**src/hw/rtl/affa_pkg.sv**
```systemverilog
// Package: shared types and codes for the alternating first-fit allocator.
package affa_pkg;

  localparam logic OP_ALLOC = 1'b0;
  localparam logic OP_FREE  = 1'b1;

  localparam logic [1:0] ST_DONE     = 2'd0;
  localparam logic [1:0] ST_NO_SPACE = 2'd1;
  localparam logic [1:0] ST_UNKNOWN  = 2'd2;

  // One result transaction from the engine to the output stage
  typedef struct packed {
    logic [1:0]  status;
    logic [11:0] data_offset;
  } affa_result_t;

endpackage

```
**src/hw/rtl/affa_table.sv**
```systemverilog
// Block table memory: one synchronous read port, one write port.
module affa_table #(
  parameter int DEPTH = 256,
  parameter int DW    = 13
) (
  input  logic                     clk,
  input  logic [$clog2(DEPTH)-1:0] raddr,
  output logic [DW-1:0]            rdata,
  input  logic                     we,
  input  logic [$clog2(DEPTH)-1:0] waddr,
  input  logic [DW-1:0]            wdata
);
  logic [DW-1:0] mem [DEPTH];

  // registered read, write-first not needed (engine interlocks)
  always_ff @(posedge clk) begin
    if (we) begin
      mem[waddr] <= wdata;
    end
    rdata <= mem[raddr];
  end
endmodule

```
**src/hw/rtl/affa_engine.sv**
```systemverilog
// Allocation engine: scans, splits, frees and merges over the block table.
module affa_engine #(
  parameter int ARENA_MAX_BYTES = 4096,
  parameter int HEADER_BYTES    = 24,
  parameter int MAX_BLOCKS      = 256
) (
  input  logic                  clk,
  input  logic                  rst,
  input  logic                  cfg_we,
  input  logic [12:0]           cfg_data,
  input  logic                  start,
  input  logic                  op,
  input  logic [11:0]           req,
  input  logic [11:0]           where,
  output logic                  busy,
  output logic                  done,
  output affa_pkg::affa_result_t result
);
  import affa_pkg::*;

  localparam int AW = $clog2(MAX_BLOCKS);
  localparam int CW = AW + 1;
  localparam int OW = $clog2(ARENA_MAX_BYTES + 1) + 1;
  localparam logic [OW-1:0] HDR = OW'(HEADER_BYTES);

  // entry = {used, size}
  typedef enum logic [10:0] {
    S_IDLE     = 11'b00000000001,
    S_SCAN     = 11'b00000000010,
    S_SCANW    = 11'b00000000100,
    S_SHIFT    = 11'b00000001000,
    S_SHW      = 11'b00000010000,
    S_PUT      = 11'b00000100000,
    S_MRG      = 11'b00001000000,
    S_MRGW     = 11'b00010000000,
    S_DEL      = 11'b00100000000,
    S_DELW     = 11'b01000000000,
    S_DEL_STEP = 11'b10000000000
  } state_t;

  state_t          state;
  logic [CW-1:0]   count;
  logic            fwd;
  logic [OW-1:0]   arena;
  logic [CW-1:0]   idx;
  logic [OW-1:0]   off;
  logic [CW-1:0]   hit;
  logic [OW-1:0]   hit_off;
  logic [OW-1:0]   hit_size;
  logic            opr;
  logic [11:0]     reqr;
  logic [11:0]     wherer;
  logic [CW-1:0]   ptr;
  logic [AW-1:0]   raddr;
  logic [OW:0]     rdata;
  logic            we;
  logic [AW-1:0]   waddr;
  logic [OW:0]     wdata;
  logic [1:0]      mstep;
  logic            init_pend;
  logic [OW-1:0]   cfg_sat;

  affa_table #(.DEPTH(MAX_BLOCKS), .DW(OW + 1)) u_table (
    .clk(clk), .raddr(raddr), .rdata(rdata),
    .we(we), .waddr(waddr), .wdata(wdata)
  );

  logic         r_used;
  logic [OW-1:0] r_size;
  assign r_used = rdata[OW];
  assign r_size = rdata[OW-1:0];

  // saturate the arena register value
  always_comb begin
    cfg_sat = OW'(cfg_data);
    if (cfg_data > 13'(ARENA_MAX_BYTES)) cfg_sat = OW'(ARENA_MAX_BYTES);
    if (cfg_sat <= HDR) cfg_sat = HDR + OW'(1);
  end

  assign busy = (state != S_IDLE) || init_pend;
  assign raddr = ptr[AW-1:0];

  // sequencer
  always_ff @(posedge clk) begin
    done <= 1'b0;
    we   <= 1'b0;
    if (rst) begin
      state     <= S_IDLE;
      count     <= CW'(1);
      fwd       <= 1'b1;
      arena     <= OW'(ARENA_MAX_BYTES);
      init_pend <= 1'b1;
      ptr       <= '0;
    end else if (cfg_we) begin
      arena     <= cfg_sat;
      init_pend <= 1'b1;
      count     <= CW'(1);
    end else begin
      case (state)
        S_IDLE: begin
          if (init_pend) begin
            // only entry 0 is ever read below count
            we        <= 1'b1;
            waddr     <= '0;
            wdata     <= {1'b0, arena - HDR};
            init_pend <= 1'b0;
          end else if (start) begin
            opr    <= op;
            reqr   <= req;
            wherer <= where;
            off    <= HDR;
            hit    <= '0;
            if (op == OP_ALLOC && !fwd) begin
              idx <= count - CW'(1);
              ptr <= count - CW'(1);
            end else begin
              idx <= '0;
              ptr <= '0;
            end
            state <= S_SCANW;
          end
        end
        S_SCANW: state <= S_SCAN;
        S_SCAN: begin
          if (opr == OP_ALLOC && !r_used && r_size >= OW'(reqr)) begin
            hit      <= idx;
            hit_size <= r_size;
            // compute offset by forward walk to hit
            idx   <= '0;
            ptr   <= '0;
            off   <= HDR;
            if (idx == '0) begin
              hit_off <= HDR;
              mstep   <= 2'd0;
              state   <= S_PUT;
            end else begin
              state <= S_SHW;
              mstep <= 2'd1;
            end
          end else if (opr == OP_FREE && r_used && off == OW'(wherer)) begin
            hit      <= idx;
            hit_size <= r_size;
            state    <= S_PUT;
          end else begin
            off <= off + HDR + r_size;
            if (opr == OP_ALLOC && !fwd) begin
              if (idx == '0) begin
                fwd <= ~fwd;
                result <= '{status: ST_NO_SPACE, data_offset: '0};
                done <= 1'b1;
                state <= S_IDLE;
              end else begin
                idx <= idx - CW'(1);
                ptr <= idx - CW'(1);
                state <= S_SCANW;
              end
            end else if (idx + CW'(1) == count) begin
              if (opr == OP_ALLOC) begin
                fwd <= ~fwd;
                result <= '{status: ST_NO_SPACE, data_offset: '0};
              end else begin
                result <= '{status: ST_UNKNOWN, data_offset: '0};
              end
              done  <= 1'b1;
              state <= S_IDLE;
            end else begin
              idx <= idx + CW'(1);
              ptr <= idx + CW'(1);
              state <= S_SCANW;
            end
          end
        end
        S_SHW: begin
          // offset walk (mstep 1) or split shift read wait (mstep 2)
          state <= S_SHIFT;
        end
        S_SHIFT: begin
          if (mstep == 2'd1) begin
            off <= off + HDR + r_size;
            if (idx + CW'(1) == hit) begin
              hit_off <= off + HDR + r_size;
              state   <= S_PUT;
            end else begin
              idx <= idx + CW'(1);
              ptr <= idx + CW'(1);
              state <= S_SHW;
            end
          end else begin
            // move entry idx to idx+1, walking down
            we    <= 1'b1;
            waddr <= AW'(idx + CW'(1));
            wdata <= rdata;
            if (idx == hit + CW'(1)) begin
              state <= S_PUT;
              mstep <= 2'd3;
            end else begin
              idx <= idx - CW'(1);
              ptr <= idx - CW'(1);
              state <= S_SHW;
            end
          end
        end
        S_PUT: begin
          if (opr == OP_ALLOC) begin
            if (mstep != 2'd3 && hit_size > OW'(reqr) &&
                hit_size - OW'(reqr) >= HDR && count < CW'(MAX_BLOCKS)) begin
              if (hit + CW'(1) == count) begin
                mstep <= 2'd3;
              end else begin
                mstep <= 2'd2;
                idx   <= count - CW'(1);
                ptr   <= count - CW'(1);
                state <= S_SHW;
              end
            end else begin
              we    <= 1'b1;
              waddr <= AW'(hit);
              if (mstep == 2'd3) begin
                wdata <= {1'b1, OW'(reqr)};
                mstep <= 2'd0;
                state <= S_DEL;
              end else begin
                wdata <= {1'b1, hit_size};
                fwd   <= ~fwd;
                result <= '{status: ST_DONE, data_offset: hit_off[11:0]};
                done  <= 1'b1;
                state <= S_IDLE;
              end
            end
          end else begin
            // free: clear used, then look at the left neighbour (the right one if hit is entry 0)
            we    <= 1'b1;
            waddr <= AW'(hit);
            wdata <= {1'b0, hit_size};
            if (hit != '0) begin
              ptr   <= hit - CW'(1);
              state <= S_MRGW;
              mstep <= 2'd0;
            end else begin
              ptr   <= hit + CW'(1);
              state <= S_MRGW;
              mstep <= 2'd1;
            end
          end
        end
        S_DEL: begin
          // write new free leftover block after the split
          we    <= 1'b1;
          waddr <= AW'(hit + CW'(1));
          wdata <= {1'b0, hit_size - OW'(reqr) - HDR};
          count <= count + CW'(1);
          fwd   <= ~fwd;
          result <= '{status: ST_DONE, data_offset: hit_off[11:0]};
          done  <= 1'b1;
          state <= S_IDLE;
        end
        S_MRGW: state <= S_MRG;
        S_MRG: begin
          if (mstep == 2'd0) begin
            // left neighbour read
            if (!r_used && r_size != '0) begin
              hit       <= hit - CW'(1);
              hit_size  <= r_size + HDR + hit_size;
              idx       <= hit;
              we        <= 1'b1;
              waddr     <= AW'(hit - CW'(1));
              wdata     <= {1'b0, r_size + HDR + hit_size};
              mstep     <= 2'd2;
              ptr       <= hit + CW'(1);
              state     <= S_DELW;
            end else begin
              mstep <= 2'd1;
              ptr   <= hit + CW'(1);
              state <= S_MRGW;
            end
          end else begin
            // right neighbour read
            if (hit + CW'(1) < count && !r_used && hit_size != '0) begin
              we    <= 1'b1;
              waddr <= AW'(hit);
              wdata <= {1'b0, hit_size + HDR + r_size};
              hit_size <= hit_size + HDR + r_size;
              idx   <= hit + CW'(1);
              ptr   <= hit + CW'(2);
              mstep <= 2'd3;
              state <= S_DELW;
            end else begin
              result <= '{status: ST_DONE, data_offset: '0};
              done   <= 1'b1;
              state  <= S_IDLE;
            end
          end
        end
        S_DELW: state <= S_DEL_STEP;
        S_DEL_STEP: begin
          // remove entry idx by pulling entries down; ptr reads idx+1
          if (idx + CW'(1) >= count) begin
            count <= count - CW'(1);
            if (mstep == 2'd2) begin
              mstep <= 2'd1;
              ptr   <= hit + CW'(1);
              state <= S_MRGW;
            end else begin
              result <= '{status: ST_DONE, data_offset: '0};
              done   <= 1'b1;
              state  <= S_IDLE;
            end
          end else begin
            we    <= 1'b1;
            waddr <= AW'(idx);
            wdata <= rdata;
            idx   <= idx + CW'(1);
            ptr   <= idx + CW'(2);
            state <= S_DELW;
          end
        end
        default: state <= S_IDLE;
      endcase
    end
  end

`ifndef SYNTHESIS
  a_count_nz: assert property (@(posedge clk) disable iff (rst) count != '0)
    else $error("block count zero");
  a_count_max: assert property (@(posedge clk) disable iff (rst)
    count <= CW'(MAX_BLOCKS)) else $error("block count overflow");
  a_done_idle: assert property (@(posedge clk) disable iff (rst)
    done |-> state == S_IDLE) else $error("done outside idle");
`endif
endmodule

```
**src/hw/rtl/alternating_first_fit_allocator.sv**
```systemverilog
// Top level: stream ports, output register and allocation engine.
//
// Usage: items enter on s_axis (tdata: operation, request_size, block_offset);
// results leave on m_axis (tdata: status, data_offset). One result per item.
// arena_size written through cfg_we/cfg_data reinitializes the block table to
// one free block; write only while idle.
// An allocate scans the table one entry at a time, then walks the table again
// to form the data offset and shifts entries up to split. A free scans to the
// block, then shifts entries down once per merge. The table memory with one
// read port and its registered read set the pace.
// One item is in work at a time; s_tready is low while the engine is busy,
// while a result is handed to the output register, or while it waits there.
// Reset clears the table to one free block of 4096 minus header bytes and
// sets the first scan to forward.
// When the receiver stalls, the result holds in the output register.
module alternating_first_fit_allocator #(
  parameter int ARENA_MAX_BYTES = 4096,
  parameter int HEADER_BYTES    = 24,
  parameter int MAX_BLOCKS      = 256
) (
  input  logic        clk,
  input  logic        rst,
  input  logic        cfg_we,
  input  logic [12:0] cfg_data,       // arena_size
  input  logic        s_tvalid,
  output logic        s_tready,
  input  logic [31:0] s_tdata,        // operation, request_size, block_offset
  output logic        m_tvalid,
  input  logic        m_tready,
  output logic [15:0] m_tdata         // status, data_offset
);
  import affa_pkg::*;

  logic         busy;
  logic         done;
  logic         start;
  affa_result_t res;
  affa_result_t out_r;

  assign s_tready = !busy && !m_tvalid && !done;
  assign start    = s_tvalid && s_tready;

  affa_engine #(
    .ARENA_MAX_BYTES(ARENA_MAX_BYTES), .HEADER_BYTES(HEADER_BYTES),
    .MAX_BLOCKS(MAX_BLOCKS)
  ) u_engine (
    .clk(clk), .rst(rst), .cfg_we(cfg_we), .cfg_data(cfg_data),
    .start(start), .op(s_tdata[0]), .req(s_tdata[12:1]), .where(s_tdata[24:13]),
    .busy(busy), .done(done), .result(res)
  );

  // output register
  always_ff @(posedge clk) begin
    if (rst) begin
      m_tvalid <= 1'b0;
    end else if (done) begin
      m_tvalid <= 1'b1;
      out_r    <= res;
    end else if (m_tready) begin
      m_tvalid <= 1'b0;
    end
  end

  assign m_tdata = {2'b00, out_r.data_offset, out_r.status};

`ifndef SYNTHESIS
  a_no_accept_busy: assert property (@(posedge clk) disable iff (rst)
    start |=> !s_tready) else $error("accept while busy");
  a_done_free: assert property (@(posedge clk) disable iff (rst)
    done |-> !m_tvalid) else $error("result overwrite");
  a_status_ok: assert property (@(posedge clk) disable iff (rst)
    m_tvalid |-> out_r.status != 2'd3) else $error("bad status");
`endif
endmodule

```
**config.mk**
```make
export PLATFORM = sky130hd
export DESIGN_NAME = alternating_first_fit_allocator
export DESIGN_NICKNAME = d
export VERILOG_FILES = /design/src/hw/rtl/affa_pkg.sv /design/src/hw/rtl/affa_table.sv /design/src/hw/rtl/affa_engine.sv /design/src/hw/rtl/alternating_first_fit_allocator.sv
export SDC_FILE = /design/constraint.sdc
export NUM_CORES = 2
export LEC_CHECK = 0
export BUFFER_PORTS_ARGS = -buffer_cell sky130_fd_sc_hd__buf_2
export CELL_PAD_IN_SITES_DETAIL_PLACEMENT = 0
export CELL_PAD_IN_SITES_GLOBAL_PLACEMENT = 2
export CORE_AREA = 2 2 651 523
export CTS_BUF_LIST = sky130_fd_sc_hd__clkbuf_8
export DETAILED_ROUTE_END_ITERATION = 8
export DIE_AREA = 0 0 653 525
export PLACE_DENSITY_LB_ADDON = 0.25
export SETUP_SLACK_MARGIN = 0.1
export SLEW_MARGIN = 15
export SYNTH_ARGS = -nofsm -noshare
export SYNTH_HDL_FRONTEND = slang
export SYNTH_SLANG_ARGS = --single-unit
```
**constraint.sdc**
```tcl
create_clock -name clk -period 7.53 [get_ports clk]
set_input_delay 2.259 -clock clk [delete_from_list [all_inputs] [get_ports clk]]
set_output_delay 2.259 -clock clk [all_outputs]
set_load 0.02 [all_outputs]
```
==> flow_summary.json <==
{
  "drive_gt1_share_pct": 30.04,
  "sw_frac_of_total_pct": 31.55,
  "pwr-share-comb_pct": 30.0,
  "antenna_found_initial": 37,
  "num_vias": 78670,
  "synthesis.area_um2": 160800,
  "cts_tree": "built",
  "power_density_nw_per_um2": 342.5,
  "ant_nets": 0,
  "h-tree-depth": 6,
  "synth_area_leader_cell": "edfxtp_1",
  "start_util_pct": 47.73,
  "ys_types": 91,
  "synthArstFlopShare_pct": 0,
  "die-area_um2": 342800,
  "yosysSeqAreaShare_pct": 75.00,
  "fin_crit_ns": 5.495,
  "die_x_um": 653,
  "worst_pin_slew_ns": 1.347,
  "drt-total-wl_um": 409100,
  "fillCellCount": 26060,
  "cts_buffer_depth": 4,
  "cp_slowest_cell": "or4_4",
  "area_growth_pct": 11.79,
  "clockRootBuffer": "clkbuf_8",
  "final_cell_area_um2": 179800,
  "synth-simple-area-share_pct": 2.557,
  "synth.avg_cell_area_um2": 21.89,
  "worst-r2r-cell-count": 15,
  "rows": 191,
  "final_cell_mix": "3976 x edfxtp_1, 1275 x mux4_2, 642 x clkbuf_8, 384 x nor2_1, 355 x buf_4",
  "finalHoldViolCount": 0,
  "synth_xor_area_share_pct": 0.7508,
  "fin_nets": 8177,
  "grt.met3_usage_pct": 5.744,
  "reg2reg_slack_ns": 2.04,
  "clk_pin_slew_worst_paths_ns": 0.06,
  "vias_per_cell": 6.084,
  "synth_edf_count": 3976,
  "drtIter0Drc": 9780,
  "worst_ep_required_time_ns": 5.27,
  "worstPathCellList": "or4_4 -> nand2b_1 -> nor4_2 -> buf_4 -> and2_1 -> buf_2",
  "timing.slew.headroom_pct": 10.17,
  "endpoint": "s_tready",
  "critPathKind": "reg -> out",
  "clk_latency_ns": 1.11,
  "switchingPower_mw": 19.42,
  "seq_area_um2": 120600,
  "grt_max_degree": 209,
  "synthFlopType": "edfxtp_1",
  "outcome": "completed",
  "synth_warnings": 0,
  "wl_per_cell_um": 31.64,
  "io_buffers": 58,
  "period_share_pct": 72.97,
  "grt_usage_pct": 23.80,
  "worstSetupStartpointType": "flip-flop",
  "die_y_um": 525,
  "dp_slack_ns": 2.124,
  "leakage_nw": 55.77,
  "route.detailed.drc": 0,
  "place_area_um2": 168600,
  "critPathMaxStageDelay_ns": 0.68,
  "drv_cap": 0,
  "p_seq_share_pct": 42.8,
  "routabilityCongestion": 0.8918,
  "synth_top_family_by_area": "multiplexers",
  "grt_pass1_wl_um": 583200,
  "p_clk_share_pct": 27.2,
  "core_area_um2": 337000,
  "reg2reg_to": "u_engine.ptr[2]",
  "fmaxAchievable_mhz": 182.0,
  "post_cts_buffers": 0,
  "path_max_fanout": 9,
  "reg2reg_from": "u_engine.idx[0]",
  "use_met1_pct": 36.00,
  "busiest_layer": "met1",
  "slew_viol_final": 0,
  "cts_buffers": 621,
  "hold_class": "reg -> reg",
  "setup_tns_ns": 0,
  "io_pins": 68,
  "synthMuxAreaShare_pct": 17.93,
  "setup_viol": 0,
  "hpwl_um": 239900,
  "startpoint": "u_engine.state[4]",
  "synth-compound-area-share_pct": 1.728,
  "gr-usage-met2_pct": 35.02,
  "finClkSkew_ns": 0.1058,
  "multi_input_area_um2": 38530,
  "synthTopCellsByArea": "edfxtp_1 74%, mux4_2 18%, nor2_1 0.93%, ha_1 0.84%, dfxtp_1 0.76%",
  "grt_pass1_vias": 79280,
  "synthAdderAreaFrac_pct": 0.8776,
  "gr-total-overflow": 0,
  "final_common_cell": "edfxtp_1",
  "cts.sinks": 4037,
  "post_cts_resized": 0,
  "power.internal_mw": 42.15,
  "synth_top_area_share_pct": 74.24,
  "firstDrtPassIters": 6,
  "crit_buf_inv": 2,
  "vdd_drop_max_v": 0.0004178,
  "postCtsHoldBufs": 0,
  "ys_ff_latch": 4037,
  "critical-path-top-delay-family": "simple AND/OR/NAND/NOR gates",
  "setup_slack_ns": 2.035,
  "arrival_ns": 3.24,
  "endpoint_kind": "output port",
  "worst-path-stages": 6,
  "postSynthCellCount": 7347,
  "rsz0062_at_grt": "false"
}
[worst reg2reg max path, delay by kind of cell (launching register included)]
family	cells	cell delay, ns
and+or+nand+nor	4	1.65
AOI/OAI and AO/OA	7	1.45
adders and majority gates	2	0.85
DFF	1	0.66
xor gates and xnor gates	1	0.53
buffers and inverters	1	0.21
[sequential cells by signal, summed over array words and instances (netlist names), 2 cells and up]
register,flops
u_engine.result,14
m_tdata,14
u_engine.hit,9
u_engine.ptr,8
u_engine.idx,9
u_engine.reqr,12
u_engine.wherer,12
u_engine.hit_off,12
u_engine.hit_size,14
u_engine.u_table.mem,3840
u_engine.state,11
u_engine.u_table.rdata,15
u_engine.mstep,2
u_engine.off,14
u_engine.wdata,15
u_engine.count,9
u_engine.waddr,8
u_engine.arena,13
[layer usage]
| metal | vias up | routed length (um) |
|---|---|---|
| li1 | 32440 | - |
| met1 | 42130 | 176200 |
| met2 | 3545 | 184500 |
| met3 | 555 | 38090 |
| met4 | 12 | 9942 |
| met5 | - | 451 |
[power groups by stage]
stage | clock network, mW | registers [mW] | logic [mW]
2_1_floorplan | 0 | 27.1 | 11.5
3_5_place_dp | 0 | 26.8 | 18.6
5_1_grt | 18.1 | 26.3 | 19.4
4_1_cts | 17.2 | 26.3 | 18.6
3_3_place_gp | 0 | 26.8 | 18.4
6_report | 16.7 | 26.4 | 18.5
[final cells by class]
class,instances,area share (%)
multi-input cells,2833,21.43
inverters,76,0.1642
clock inverters,450,1.272
clock buffers,642,4.915
well taps,4439,3.089
diodes,7,0.009743
flip-flops and latches,4037,67.10
repair buffers,447,2.022
[through the flow]
stage               cells  total power [mW]  util (%)  hold slack (ns)
finish              12930             61.57     53.35           0.4142
global route        12930             63.89     53.35           0.4211
CTS                 12920             62.12     53.35           0.4134
detailed placement  11830             45.40     50.05           0.4052
global placement    11830             45.22     50.05           0.4063
floorplan            7348             38.52         -           0.4003
[cell usage after synthesis (10+ instances only)]
cell type and n:
nor2b_1 27, o211ai_1 18, nor3_1 66, edfxtp_1 3976, xnor2_1 88, buf_2 33
nand4_1 22, nor2_1 400, nand2_1 170, a21o_1 14, o21ai_0 79, ha_1 108
nor4_1 29, a31oi_1 15, a22oi_1 12, dfxtp_1 61, a22o_1 11, a211oi_1 23
a21oi_1 110, or4_1 11, buf_1 74, and2_1 27, and3_1 14, clkbuf_1 291
or3_1 16, xor2_1 42, inv_1 74, nand2b_1 19, nand3_1 43, o22ai_1 21
mux4_2 1275, or2_2 10
[worst min-delay path by stage]
stage / depth (start not counted) / to / from
after floorplan: 0 / m_tdata[0] / u_engine.result[12]
after CTS: 0 / m_tdata[12] / u_engine.result[10]
after global routing: 0 / m_tdata[1] / u_engine.result[13]
after global placement: 0 / m_tdata[1] / u_engine.result[13]
after detailed placement: 0 / m_tdata[3] / u_engine.result[1]
final: 0 / m_tdata[11] / u_engine.result[9]
[logic make-up (layout without fill, tap and decap cells)]
group,Yosys count,count (layout)
simple gates,888,888
mux,1287,1287
fa+ha+maj,111,111
xor+xnor,133,133
flops,4037,4037
compound gates,412,412
buf+inv,478,1615
other cells,1,9
(Power assumes the default switching activity.)
